File: src/rtl/swk_pkg.sv
// Shared types, constants and the arctangent table of the swerve wheel kinematics block.
`timescale 1ns / 1ps

package swk_pkg;

    localparam int CORDIC_STEPS_DEF = 16;

    // widths: k = yaw * lever, wheel component, CORDIC x/y and angle accumulator
    localparam int KW = 18;
    localparam int CW = 19;
    localparam int XW = 29;
    localparam int ZW = 21;
    localparam int ATAN_IW = 5;

    localparam logic [15:0] GAIN_INV_Q16 = 16'd39797;
    localparam logic signed [ZW-1:0] HALF_TURN_Z = 21'sd368796;
    localparam logic signed [ZW-1:0] ANGLE_LIMIT = 21'sd23047;
    localparam logic signed [15:0] CROSS_ANGLE = 16'sd5760;

    typedef enum logic [1:0] {
        CFG_LEVER = 2'd0,
        CFG_INV_RADIUS = 2'd1,
        CFG_THRESHOLD = 2'd2
    } t_cfg_index;

    typedef enum logic [1:0] {
        MODE_RUN = 2'd0,
        MODE_STOP = 2'd1,
        MODE_LOCK = 2'd2
    } t_hold_mode;

    // controller -> datapath
    typedef struct packed {
        logic       accept;
        logic       prep;
        logic       load;
        logic       iter;
        logic       mul;
        logic       fin;
        logic [1:0] wheel;
    } t_swk_cmd;

    // datapath -> controller
    typedef struct packed {
        logic iter_last;
        logic out_free;
    } t_swk_sts;

    // atan(2^-i) in 1/2048 scaled degrees
    function automatic logic signed [ZW-1:0] swk_atan(input logic [ATAN_IW-1:0] i);
        logic signed [ZW-1:0] v;
        case (i)
            5'd0: v = 21'sd92199;
            5'd1: v = 21'sd54428;
            5'd2: v = 21'sd28758;
            5'd3: v = 21'sd14598;
            5'd4: v = 21'sd7327;
            5'd5: v = 21'sd3667;
            5'd6: v = 21'sd1834;
            5'd7: v = 21'sd917;
            5'd8: v = 21'sd459;
            5'd9: v = 21'sd229;
            5'd10: v = 21'sd115;
            5'd11: v = 21'sd57;
            5'd12: v = 21'sd29;
            5'd13: v = 21'sd14;
            5'd14: v = 21'sd7;
            5'd15: v = 21'sd4;
            5'd16: v = 21'sd2;
            5'd17: v = 21'sd1;
            default: v = '0;
        endcase
        return v;
    endfunction

endpackage

File: src/rtl/swerve_wheel_kinematics.sv
// Top level of the four-wheel swerve inverse kinematics block.
//
//  channel  direction  beat contents
//  s_axis   in         tdata: vx_speed, vy_speed, yaw_rate, hold_mode
//  m_axis   out        tdata: wheel_speed, steer_angle; tuser: wheel_index; tlast: last_wheel
//  cfg      in         i_cfg_index selects wheel_lever / inv_wheel_radius / still_threshold
//
// One input beat gives four output beats, wheel 0 first. Per beat: an accept state, a state
// for the lever and gain products, then per wheel a load, the CORDIC iterations on the
// shared rotator, a multiply and an output state.
// A stalled output keeps the next wheel in the multiply register; the next input is taken
// while the fourth result still waits.
// Reset is synchronous, no clearing pass.
`timescale 1ns / 1ps

module swerve_wheel_kinematics
    import swk_pkg::*;
#(
    parameter int CORDIC_STEPS = CORDIC_STEPS_DEF
) (
    input  logic        i_clk,
    input  logic        i_rst_n,
    input  logic        s_axis_tvalid,
    output logic        s_axis_tready,
    input  logic [55:0] s_axis_tdata,   // vx_speed[15:0], vy_speed[31:16], yaw_rate[47:32],
                                        // hold_mode[49:48], zero fill
    output logic        m_axis_tvalid,
    input  logic        m_axis_tready,
    output logic [31:0] m_axis_tdata,   // wheel_speed[15:0], steer_angle[31:16]
    output logic [1:0]  m_axis_tuser,   // wheel_index[1:0]
    output logic        m_axis_tlast,
    input  logic        i_cfg_valid,
    output logic        o_cfg_ready,
    input  logic [1:0]  i_cfg_index,
    input  logic [15:0] i_cfg_data
);

    t_swk_cmd w_cmd;
    t_swk_sts w_sts;

    assign o_cfg_ready = 1'b1;

    swk_ctrl u_ctrl (
        .i_clk      (i_clk),
        .i_rst_n    (i_rst_n),
        .i_in_valid (s_axis_tvalid),
        .o_in_ready (s_axis_tready),
        .i_sts      (w_sts),
        .o_cmd      (w_cmd)
    );

    swk_dpath #(
        .CORDIC_STEPS (CORDIC_STEPS)
    ) u_dpath (
        .i_clk       (i_clk),
        .i_rst_n     (i_rst_n),
        .i_cfg_we    (i_cfg_valid && o_cfg_ready),
        .i_cfg_index (i_cfg_index),
        .i_cfg_data  (i_cfg_data),
        .i_in_data   (s_axis_tdata),
        .i_cmd       (w_cmd),
        .o_sts       (w_sts),
        .i_out_ready (m_axis_tready),
        .o_out_valid (m_axis_tvalid),
        .o_out_data  (m_axis_tdata),
        .o_out_user  (m_axis_tuser),
        .o_out_last  (m_axis_tlast)
    );

    // the last flag marks exactly wheel 3
    a_last_wheel: assert property (@(posedge i_clk) disable iff (!i_rst_n)
        m_axis_tvalid |-> (m_axis_tlast == (m_axis_tuser == 2'd3)))
        else $error("tlast does not match wheel index");

    // while idle only the fourth result may still be pending
    a_idle_pending: assert property (@(posedge i_clk) disable iff (!i_rst_n)
        (s_axis_tready && m_axis_tvalid) |-> m_axis_tlast)
        else $error("input taken with an unfinished item");

    // steering angle stays inside the clamp range
    a_angle_range: assert property (@(posedge i_clk) disable iff (!i_rst_n)
        m_axis_tvalid |-> ($signed(m_axis_tdata[31:16]) <= 16'sd23047
                           && $signed(m_axis_tdata[31:16]) >= -16'sd23047))
        else $error("steer angle out of range");

    // a new output beat follows a wheel that was just handed over in order
    a_wheel_order: assert property (@(posedge i_clk) disable iff (!i_rst_n)
        (m_axis_tvalid && m_axis_tready && !m_axis_tlast)
            ##1 (m_axis_tvalid && !$stable(m_axis_tuser))
            |-> (m_axis_tuser == $past(m_axis_tuser) + 2'd1))
        else $error("wheel results out of order");

endmodule

File: src/rtl/swk_ctrl.sv
// Sequencer for the four wheel passes of the swerve kinematics block.
`timescale 1ns / 1ps

module swk_ctrl
    import swk_pkg::*;
(
    input  logic     i_clk,
    input  logic     i_rst_n,
    input  logic     i_in_valid,
    output logic     o_in_ready,
    input  t_swk_sts i_sts,
    output t_swk_cmd o_cmd
);

    typedef enum logic [5:0] {
        S_IDLE = 6'b000001,
        S_PREP = 6'b000010,
        S_LOAD = 6'b000100,
        S_ITER = 6'b001000,
        S_MUL  = 6'b010000,
        S_FIN  = 6'b100000
    } t_state;

    t_state     r_state, n_state;
    logic [1:0] r_wheel, n_wheel;

    always_comb begin
        n_state = r_state;
        n_wheel = r_wheel;
        case (r_state)
            S_IDLE: begin
                if (i_in_valid) begin
                    n_state = S_PREP;
                end
            end
            S_PREP: begin
                n_wheel = '0;
                n_state = S_LOAD;
            end
            S_LOAD: n_state = S_ITER;
            S_ITER: begin
                if (i_sts.iter_last) begin
                    n_state = S_MUL;
                end
            end
            S_MUL: n_state = S_FIN;
            S_FIN: begin
                if (i_sts.out_free) begin
                    n_wheel = r_wheel + 2'd1;
                    n_state = (r_wheel == 2'd3) ? S_IDLE : S_LOAD;
                end
            end
            default: n_state = S_IDLE;
        endcase
    end

    always_ff @(posedge i_clk) begin
        if (!i_rst_n) begin
            r_state <= S_IDLE;
            r_wheel <= '0;
        end else begin
            r_state <= n_state;
            r_wheel <= n_wheel;
        end
    end

    assign o_in_ready   = (r_state == S_IDLE);
    assign o_cmd.accept = (r_state == S_IDLE) && i_in_valid;
    assign o_cmd.prep   = (r_state == S_PREP);
    assign o_cmd.load   = (r_state == S_LOAD);
    assign o_cmd.iter   = (r_state == S_ITER);
    assign o_cmd.mul    = (r_state == S_MUL);
    assign o_cmd.fin    = (r_state == S_FIN) && i_sts.out_free;
    assign o_cmd.wheel  = r_wheel;

endmodule

File: src/rtl/swk_dpath.sv
// Datapath: config registers, wheel vectors, CORDIC vectoring, speed scaling, angle hold.
`timescale 1ns / 1ps

module swk_dpath
    import swk_pkg::*;
#(
    parameter int CORDIC_STEPS = CORDIC_STEPS_DEF
) (
    input  logic        i_clk,
    input  logic        i_rst_n,
    input  logic        i_cfg_we,
    input  logic [1:0]  i_cfg_index,
    input  logic [15:0] i_cfg_data,
    input  logic [55:0] i_in_data,
    input  t_swk_cmd    i_cmd,
    output t_swk_sts    o_sts,
    input  logic        i_out_ready,
    output logic        o_out_valid,
    output logic [31:0] o_out_data,
    output logic [1:0]  o_out_user,
    output logic        o_out_last
);

    localparam int IW = (CORDIC_STEPS > 1) ? $clog2(CORDIC_STEPS) : 1;
    localparam int PW = (XW - 1) + 32;

    // configuration
    logic [12:0] r_lever;
    logic [15:0] r_inv_radius;
    logic [11:0] r_threshold;

    always_ff @(posedge i_clk) begin
        if (!i_rst_n) begin
            r_lever      <= 13'd869;
            r_inv_radius <= 16'd4267;
            r_threshold  <= 12'd41;
        end else if (i_cfg_we) begin
            case (t_cfg_index'(i_cfg_index))
                CFG_LEVER:      r_lever      <= i_cfg_data[12:0];
                CFG_INV_RADIUS: r_inv_radius <= i_cfg_data;
                CFG_THRESHOLD:  r_threshold  <= i_cfg_data[11:0];
                default: ;
            endcase
        end
    end

    // captured command
    logic signed [15:0] r_vx, r_vy, r_w;
    logic [1:0]         r_mode;

    always_ff @(posedge i_clk) begin
        if (i_cmd.accept) begin
            r_vx   <= i_in_data[15:0];
            r_vy   <= i_in_data[31:16];
            r_w    <= i_in_data[47:32];
            r_mode <= i_in_data[49:48];
        end
    end

    // per-item terms: lever product, stillness, combined speed gain
    logic signed [29:0]   w_kprod;
    logic signed [KW-1:0] n_k;
    logic [16:0]          w_abs_vx, w_abs_vy;
    logic                 n_still;
    logic [31:0]          n_gain;
    logic signed [KW-1:0] r_k;
    logic                 r_still;
    logic [31:0]          r_gain;

    always_comb begin
        w_kprod  = r_w * $signed({1'b0, r_lever});
        n_k      = KW'((w_kprod + 30'sd2048) >>> 12);
        w_abs_vx = r_vx[15] ? 17'(-18'(r_vx)) : 17'(r_vx);
        w_abs_vy = r_vy[15] ? 17'(-18'(r_vy)) : 17'(r_vy);
        n_still  = (w_abs_vx <= {5'b0, r_threshold}) && (w_abs_vy <= {5'b0, r_threshold})
                   && (r_w == '0);
        n_gain   = GAIN_INV_Q16 * r_inv_radius;
    end

    always_ff @(posedge i_clk) begin
        if (i_cmd.prep) begin
            r_k     <= n_k;
            r_still <= n_still;
            r_gain  <= n_gain;
        end
    end

    // CORDIC vectoring unit, one micro-rotation a cycle
    logic signed [XW-1:0] r_x, r_y;
    logic signed [ZW-1:0] r_z;
    logic [IW-1:0]        r_cnt;
    logic signed [CW-1:0] w_cx, w_cy;
    logic signed [XW-1:0] w_xs, w_ys, w_dx, w_dy;
    logic signed [ZW-1:0] w_atan;

    function automatic logic r_cmd_plus_x(input logic [1:0] wheel);
        return wheel[1];
    endfunction

    function automatic logic r_cmd_plus_y(input logic [1:0] wheel);
        return (wheel == 2'd0) || (wheel == 2'd3);
    endfunction

    always_comb begin
        w_cx   = r_cmd_plus_x(i_cmd.wheel) ? CW'(r_vx) + CW'(r_k) : CW'(r_vx) - CW'(r_k);
        w_cy   = r_cmd_plus_y(i_cmd.wheel) ? CW'(r_vy) + CW'(r_k) : CW'(r_vy) - CW'(r_k);
        w_xs   = {{(XW-CW-8){w_cx[CW-1]}}, w_cx, 8'b0};
        w_ys   = {{(XW-CW-8){w_cy[CW-1]}}, w_cy, 8'b0};
        w_dx   = r_y >>> r_cnt;
        w_dy   = r_x >>> r_cnt;
        w_atan = swk_atan(ATAN_IW'(r_cnt));
    end

    always_ff @(posedge i_clk) begin
        if (i_cmd.load) begin
            r_cnt <= '0;
            if (w_cx[CW-1]) begin
                // left half plane: flip by 180 degrees first
                r_x <= -w_xs;
                r_y <= -w_ys;
                r_z <= w_cy[CW-1] ? -HALF_TURN_Z : HALF_TURN_Z;
            end else begin
                r_x <= w_xs;
                r_y <= w_ys;
                r_z <= '0;
            end
        end else if (i_cmd.iter) begin
            r_cnt <= r_cnt + 1'b1;
            if (r_y > 0) begin
                r_x <= r_x + w_dx;
                r_y <= r_y - w_dy;
                r_z <= r_z + w_atan;
            end else if (r_y < 0) begin
                r_x <= r_x - w_dx;
                r_y <= r_y + w_dy;
                r_z <= r_z - w_atan;
            end
        end
    end

    assign o_sts.iter_last = (r_cnt == IW'(CORDIC_STEPS - 1));

    // magnitude times gain, angle rounding and clamp
    logic [XW-2:0]        w_mag;
    logic signed [ZW-1:0] w_za;
    logic signed [15:0]   n_ang;
    logic [PW-1:0]        r_prod;
    logic signed [15:0]   r_ang;

    always_comb begin
        w_mag = r_x[XW-1] ? '0 : r_x[XW-2:0];
        w_za  = (r_z + ZW'(8)) >>> 4;
        if (w_za > ANGLE_LIMIT) begin
            n_ang = 16'(ANGLE_LIMIT);
        end else if (w_za < -ANGLE_LIMIT) begin
            n_ang = 16'(-ANGLE_LIMIT);
        end else begin
            n_ang = 16'(w_za);
        end
    end

    always_ff @(posedge i_clk) begin
        if (i_cmd.mul) begin
            r_prod <= PW'(w_mag) * PW'(r_gain);
            r_ang  <= n_ang;
        end
    end

    // speed rounding, saturation and the held angle
    logic [PW:0]        w_rsum;
    logic [PW-38:0]     w_speed_full;
    logic [15:0]        w_speed;
    logic signed [15:0] r_held [4];
    logic signed [15:0] n_held;

    always_comb begin
        w_rsum       = {1'b0, r_prod} + ((PW+1)'(1) << 37);
        w_speed_full = w_rsum[PW:38];
        w_speed      = (|w_speed_full[PW-38:16]) ? 16'hFFFF : w_speed_full[15:0];
        n_held       = r_held[i_cmd.wheel];
        if (!r_still) begin
            n_held = r_ang;
        end else if (r_mode == MODE_LOCK) begin
            n_held = i_cmd.wheel[0] ? CROSS_ANGLE : -CROSS_ANGLE;
        end else if (r_mode == MODE_STOP) begin
            n_held = '0;
        end
    end

    always_ff @(posedge i_clk) begin
        if (!i_rst_n) begin
            for (int i = 0; i < 4; i++) begin
                r_held[i] <= '0;
            end
        end else if (i_cmd.fin) begin
            r_held[i_cmd.wheel] <= n_held;
        end
    end

    // output register
    logic        r_out_valid;
    logic [31:0] r_out_data;
    logic [1:0]  r_out_user;
    logic        r_out_last;

    always_ff @(posedge i_clk) begin
        if (!i_rst_n) begin
            r_out_valid <= 1'b0;
        end else if (i_cmd.fin) begin
            r_out_valid <= 1'b1;
        end else if (i_out_ready) begin
            r_out_valid <= 1'b0;
        end
    end

    always_ff @(posedge i_clk) begin
        if (i_cmd.fin) begin
            r_out_data <= {n_held, w_speed};
            r_out_user <= i_cmd.wheel;
            r_out_last <= (i_cmd.wheel == 2'd3);
        end
    end

    assign o_sts.out_free = !r_out_valid || i_out_ready;
    assign o_out_valid    = r_out_valid;
    assign o_out_data     = r_out_data;
    assign o_out_user     = r_out_user;
    assign o_out_last     = r_out_last;

endmodule
File: config.mk
export PLATFORM = sky130hd
export DESIGN_NAME = swerve_wheel_kinematics
export DESIGN_NICKNAME = d
export VERILOG_FILES = /design/src/rtl/swk_pkg.sv /design/src/rtl/swerve_wheel_kinematics.sv /design/src/rtl/swk_ctrl.sv /design/src/rtl/swk_dpath.sv
export SDC_FILE = /design/constraint.sdc
export NUM_CORES = 2
export LEC_CHECK = 0
export BUFFER_PORTS_ARGS = -buffer_cell sky130_fd_sc_hd__buf_2
export CAP_MARGIN = 20
export CORE_MARGIN = 1
export CORE_UTILIZATION = 62
export DETAILED_ROUTE_END_ITERATION = 16
export GPL_ROUTABILITY_DRIVEN = 0
export GPL_TIMING_DRIVEN = 1
export PLACE_DENSITY_LB_ADDON = 0.12
export RECOVER_POWER = 25
export SLEW_MARGIN = 10
export SYNTH_ARGS = -nofsm -noshare
export SYNTH_HDL_FRONTEND = slang
export SYNTH_HIERARCHICAL = 1
export SYNTH_SLANG_ARGS = --single-unit
File: constraint.sdc
create_clock -name i_clk -period 18.1 [get_ports i_clk]
set_input_delay 0 -clock i_clk [delete_from_list [all_inputs] [get_ports i_clk]]
set_output_delay 0 -clock i_clk [all_outputs]
set_load 0.01 [all_outputs]
After elaboration in Yosys (flattened, before gate mapping)
Memories as Yosys holds them, arrays and structs flattened. A register that Yosys moved wholly into a read port is not among the register bits.
Cells that the tools add are included.
{"block": "totals", "ff_bits": 345, "mem_count": 2, "output_inout_bits": 38, "in_bits": 79, "ram_bits": 64, "elab_cells": 140, "mem_bits_ro": 272}
{"name": "(name not given)", "depth": 16, "word_bits": 17, "read_ports": 1, "rd_clocked_by_memory_dff": 1, "write_ports": 0, "line_no": "swk_pkg.sv:52", "rtl": "case (i)"}
{"name": "u_dpath.r_held", "depth": 4, "word_bits": 16, "read_ports": 1, "rd_clocked_by_memory_dff": 1, "write_ports": 4, "line_no": "swk_dpath.sv:173", "rtl": "logic signed [15:0] r_held [4];"}
{"block": "op_classes", "reduce_logical": 23, "magnitude_cmp": 6, "n_addsub": 19, "muxes": 46, "n_mul": 3, "n_eq_ne": 15, "shift": 2}
{"operator": "$mux W29", "count": 10}
{"operator": "$mux W21", "count": 6}
{"operator": "$mux W16", "count": 6}
{"operator": "$add A60 B38 Y61 const B", "count": 1}
{"operator": "$mul A28 B32 Y60", "count": 1}
{"operator": "$add A29 B29 Y29", "count": 2}
{"operator": "$neg A27 Y29", "count": 2}
{"operator": "$sshr A29 B4 Y29", "count": 2}
{"operator": "$sub A29 B29 Y29", "count": 2}
{"operator": "$add A16 B18 Y19", "count": 2}
{"operator": "$mux W19", "count": 2}
{"operator": "$sub A16 B18 Y19", "count": 2}
{"operator": "$pmux W6 S6", "count": 1}
{"operator": "$le A17 B12 Y1", "count": 2}
{"operator": "$mux W17", "count": 2}
{"operator": "$neg A16 Y17", "count": 2}
{"operator": "$mul A16 B16 Y32 const A", "count": 1}
{"operator": "$add A30 B13 Y30 const B", "count": 1}
{"operator": "$mul A16 B14 Y30", "count": 1}
{"operator": "$gt A29 B1 Y1 const B", "count": 1}
{"operator": "$lt A29 B1 Y1 const B", "count": 1}
{"operator": "$mux W28", "count": 1}
{"operator": "$add A21 B21 Y21", "count": 1}
{"operator": "$add A21 B5 Y21 const B", "count": 1}
{"operator": "other kinds (34)", "count": 61}

Depth between registers and ports, before layout
{"block": "depth", "word_depth": 8, "ltp_mapped": 31, "depth_no_buf": 27}

Hierarchy
The synthesis kept the hierarchy.
{"module": "swk_dpath", "seq_area_each_um2": 10810.4, "cells_each": 7307, "area_per_inst_um2": 68090.3, "n_inst": 1}
{"module": "swk_ctrl", "seq_area_each_um2": 160.2, "cells_each": 53, "area_per_inst_um2": 447.9, "n_inst": 1}
{"module": "swerve_wheel_kinematics", "seq_area_each_um2": 0.0, "cells_each": 2, "area_per_inst_um2": 11.3, "n_inst": 1}

Least setup slack after synthesis
No wires, ideal clock.
{"block": "synth_timing", "kind": "reg2reg", "startpoint": "register u_dpath.r_x[28]", "endpoint": "register u_dpath.r_prod[59] (data pin)", "required_ps": 17964, "path_stages_with_launch": 29, "slack_ps": 10324, "period_less_slack_ps": 7776, "setup_time_ps": 136, "arrival_ps": 7640, "n_path_buf": 4, "path_cell_list": "edfxtp_1 -> clkbuf_1 -> clkbuf_1 -> clkbuf_1 -> nor2b_1 -> clkbuf_1 -> and2_1 -> fa_1 -> fa_1 -> inv_1 -> fa_1 -> fa_1 -> inv_1 -> fa_1 -> fa_1 -> inv_1 -> fa_1 -> inv_1 -> ha_1 -> a21o_1 -> a21o_1 -> a221oi_1 -> o221ai_1 -> o21ai_0 -> a21oi_1 -> or2_2 -> a21o_1 -> or4_1 -> nand3_1"}
{"block": "synth_via", "elab_chain_cells": 2}
{"item": "start, declared", "line_no": "swk_dpath.sv:89", "rtl": "logic signed [XW-1:0] r_x, r_y;"}
{"item": "start signal, assigned", "line_no": "swk_dpath.sv:119", "rtl": "r_x <= -w_xs;"}
{"item": "start signal, assigned", "line_no": "swk_dpath.sv:123", "rtl": "r_x <= w_xs;"}
{"item": "start signal, assigned", "line_no": "swk_dpath.sv:130", "rtl": "r_x <= r_x + w_dx;"}
{"item": "$mux W28", "line_no": "swk_dpath.sv:151", "rtl": "w_mag = r_x[XW-1] ? '0 : r_x[XW-2:0];"}
{"item": "$mul A28 B32 Y60", "line_no": "swk_dpath.sv:164", "rtl": "r_prod <= PW'(w_mag) * PW'(r_gain);"}
{"item": "end signal, assigned", "line_no": "swk_dpath.sv:164"}
{"item": "end, declared", "line_no": "swk_dpath.sv:147", "rtl": "logic [PW-1:0] r_prod;"}
No other way between the ends.
A chain may end at the register's enable or synchronous reset.

Worst setup path in the final report
{"block": "layout_timing", "startpoint": "register u_dpath.r_x[28]", "endpoint": "register u_dpath.r_prod[49] (data pin)"}
Same word-level chain as after synthesis.

==> results.txt <==
First-pass GRT wire length: 284,000 um
Aggregate global-route resource usage: 0.325
CTS Buf Count: 47
Worst EP arrival: 10.02 ns
Pwr dens: 165 nW/um^2
Top cells by count, synth: 1,367 x inv_1, 1,085 x fa_1, 864 x nand2_1
DRC Markers: 0
First drt pass iteration count: 6
Post-CTS setup buffers: 0
WS Path Type: reg -> reg
Core box area: 109,000 um^2
Mean Syn Cell Area: 9.31 um^2
Post-synth EDFFs: 318
Leading post-synthesis cells by cell area: fa_1 32%, edfxtp_1 14%, ha_1 10%, inv_1 7.5%, and2_1 5.4%
DIE AREA: 112,000 um^2
Seq/Total Area, Yosys: 0.160
Via count: 51.6k
Worst hold slack: 0.0646 ns
Post-CTS Resized: 0
Detailed Route Iter0 Violations: 3,393
Fin crit period: 9.62 ns
CTS Sinks: 389
Clk root buf: clkbuf_16
CP max stage delay: 0.96 ns
Area share of the largest cell type after synthesis: 0.317
WP buf/inv: 4
Initial antenna violation count: 3
Status: finished with violations
Worst Max-Slew Pin Slew: 3.30 ns
Slew headroom: -1.20
CTS Hold Buffers Added: 85
Top FF cell, synth: edfxtp_1
Post-synth cell types: 93
Crit path max-delay family: adder cells
Worst-path cell chain: buf_4, nor2b_4, nand2_1, fa_1, inv_1, fa_1, fa_1, fa_1, fa_1, fa_1, inv_1, fa_1, inv_1, ha_1, nand4_1, nor3_1, o211ai_1, nor4_2, o21ai_0, a21boi_0, o21ai_0, o2111ai_1, a21oi_1, xnor2_1
Period utilisation layout: 0.532
Final TNS setup: 0 ns
Most used cell, CP: fa_1
Min-Delay Path Class: in -> reg
Share of cells above drive strength 1: 0.0546
Final Setup Violations: 0
Mapped cell area: 68,500 um^2
Htree depth: 2
Max-slew violations: 181
Synth Area in Compound Gates: 0.0811
Grt total ovfl: 0
Top-count cell post-synth: inv_1
Longest Clk Path Bufs: 3
Post-DP HPWL: 132,000 um
Peak Freq: 104 MHz
Post-Route Skew: 0.0144 ns
Input/output buffers: 109
Via count of the first global-routing pass: 53.9k
Initial Util: 0.627
Post-synthesis simple-gate area fraction: 0.163
Post-Synth XOR/XNOR Area: 0.0423
Crit path launch type: register
Total Nets Final: 9,064
Synth Register Bits: 389
CTS tree: yes
Critical Path Sink Type: register
Worst-path clk slew: 0.07 ns
Leak: 0.0341 uW
Failing checks: max-capacitance violations, max-slew violations
Synthesized Nets: 9,095
Worst Path Required: 18.49 ns
Die Ht: 335 um
Rows: 121
Final Hold Violating Endpoints: 0
Largest family of logic cells by synthesized area: adder cells
Vias per Instance: 5.84
Post-synthesis adder-cell area fraction: 0.421
Synth area leader: fa_1
Remaining antenna violation count: 0
Ys async rst share: 0
Multiplexer share of the synthesized area: 0.0378
YS warnings: 6
Wirelength per Cell: 20.0 um
Io pins: 117
Final WL: 177,000 um
Fill cell count: 8,949
Largest net degree at the start of global routing: 89
Area grow syn2layout: 6.04%
Die extent in x: 335 um
Critical-path maximum fanout: 47
CP max stage cell: nor2b_4
RSZ-0062 raised after global routing: no
Worst-Skew Late Latency: 0.64 ns
# Max-Cap Violations: 4
Cells after synthesis: 7,362
Peak VDD IR: 0.353 mV
## registers in the layout, summed over array words and instances (netlist names), 2 cells and up
signal / flops
u_dpath/w_atan: 17
u_dpath/r_prod: 23
u_dpath/r_vx: 16
u_dpath/r_z: 21
u_dpath/r_w: 16
u_dpath/r_threshold: 12
u_dpath/r_y: 29
u_dpath/r_mode: 2
u_dpath/r_cnt: 4
u_dpath/r_vy: 16
u_dpath/r_inv_radius: 16
u_dpath/o_out_data: 32
u_ctrl/r_state: 6
u_dpath/o_out_user: 2
u_dpath/r_gain: 32
u_dpath/r_ang: 16
u_dpath/r_lever: 13
u_dpath/r_held: 64
u_dpath/r_x: 29
u_ctrl/r_wheel: 2
u_dpath/r_k: 18
## layout by cell type, fill, tap and decap left out, types with 60 or more instances in the layout
master	synthesis	layout
inv_1	1367	1365
fa_1	1085	1085
nand2_1	864	864
and2_1	590	589
ha_1	569	569
edfxtp_1	318	318
nor2_1	276	273
a21oi_1	213	213
o21ai_0	212	211
xnor2_1	197	197
xor2_1	134	134
nor3_1	91	91
a21o_1	90	90
dlygate4sd3_1	0	85
buf_2	12	71
dfxtp_1	71	68
buf_4	3	64
nand3_1	64	64
mux4_2	64	64
nand2b_1	60	60
## layer usage
metal,vias to the layer above,share of wire,GRT usage
li1,23351,-,-
met1,25808,0.39,0.406
met2,2017,0.49,0.561
met3,471,0.072,0.0441
met4,2,0.049,0.143
met5,-,0.000090,0
## area by class of cell
| class | count | area, um^2 | area share |
|---|---|---|---|
| diodes | 3 | 7.51 | 0.000103 |
| multi-input cells | 5258 | 51300 | 0.705 |
| flip-flops and latches | 389 | 11000 | 0.151 |
| well taps | 1476 | 1850 | 0.0254 |
| clock buffers | 56 | 1310 | 0.0181 |
| inverters | 1371 | 5150 | 0.0708 |
| clock inverters | 28 | 269 | 0.00370 |
| repair buffers | 264 | 1880 | 0.0258 |
## tightest hold or removal path: cells and delay by family
family	cells	cell delay, ns
and+or+nand+nor	3	0.53
buffers and inverters	1	0.14
## logic make-up after synthesis
family | Yosys count
other | 1
flip-flops | 389
adder cells (fa/ha/maj) | 1656
buffers and inverters | 1715
multiplexers | 155
XOR/XNOR | 331
AO/OA/AOI/OAI | 870
AND/OR/NAND/NOR | 2245
## report_power, final
group / switching, uW / leakage [uW] / internal [uW]
registers: 130 / 0.00359 / 1370
clock network: 415 / 0.000772 / 565
logic: 5590 / 0.0297 / 3940
total: 6130 / 0.0341 / 5880
## worst paths after layout
| path | start | end | slack, ns | depth (start not counted) |
|---|---|---|---|---|
| max | u_dpath/r_x[28]$_DFFE_PP_ | u_dpath/r_prod[49]$_DFFE_PP_ | 8.48 | 24 |
| min | i_cfg_valid | u_dpath/r_lever[6]$_SDFFE_PN1P_ | 0.06 | 4 |
| min reg2reg | u_dpath/r_threshold[6]$_SDFFE_PN0P_ | u_dpath/r_threshold[6]$_SDFFE_PN0P_ | 0.47 | 2 |
| max reg2reg | u_dpath/r_x[28]$_DFFE_PP_ | u_dpath/r_prod[49]$_DFFE_PP_ | 8.48 | 24 |
## stage by stage
| step | total power (uW) | setup slack [ns] | std cells | util | cell area (um^2) |
|---|---|---|---|---|---|
| 2_1_floorplan | 8480 | 10.32 | 7362 | - | 68500 |
| 6_report | 12000 | 8.48 | 8845 | 0.665 | 72700 |
| 3_5_place_dp | 11000 | 8.39 | 8671 | 0.643 | 70300 |
| 3_3_place_gp | 10700 | 8.41 | 8671 | 0.643 | 70300 |
| 5_1_grt | 13300 | 8.15 | 8842 | 0.665 | 72700 |
| 4_1_cts | 12000 | 8.34 | 8840 | 0.665 | 72700 |
No activity file was read; power rests on OpenSTA's default activity.
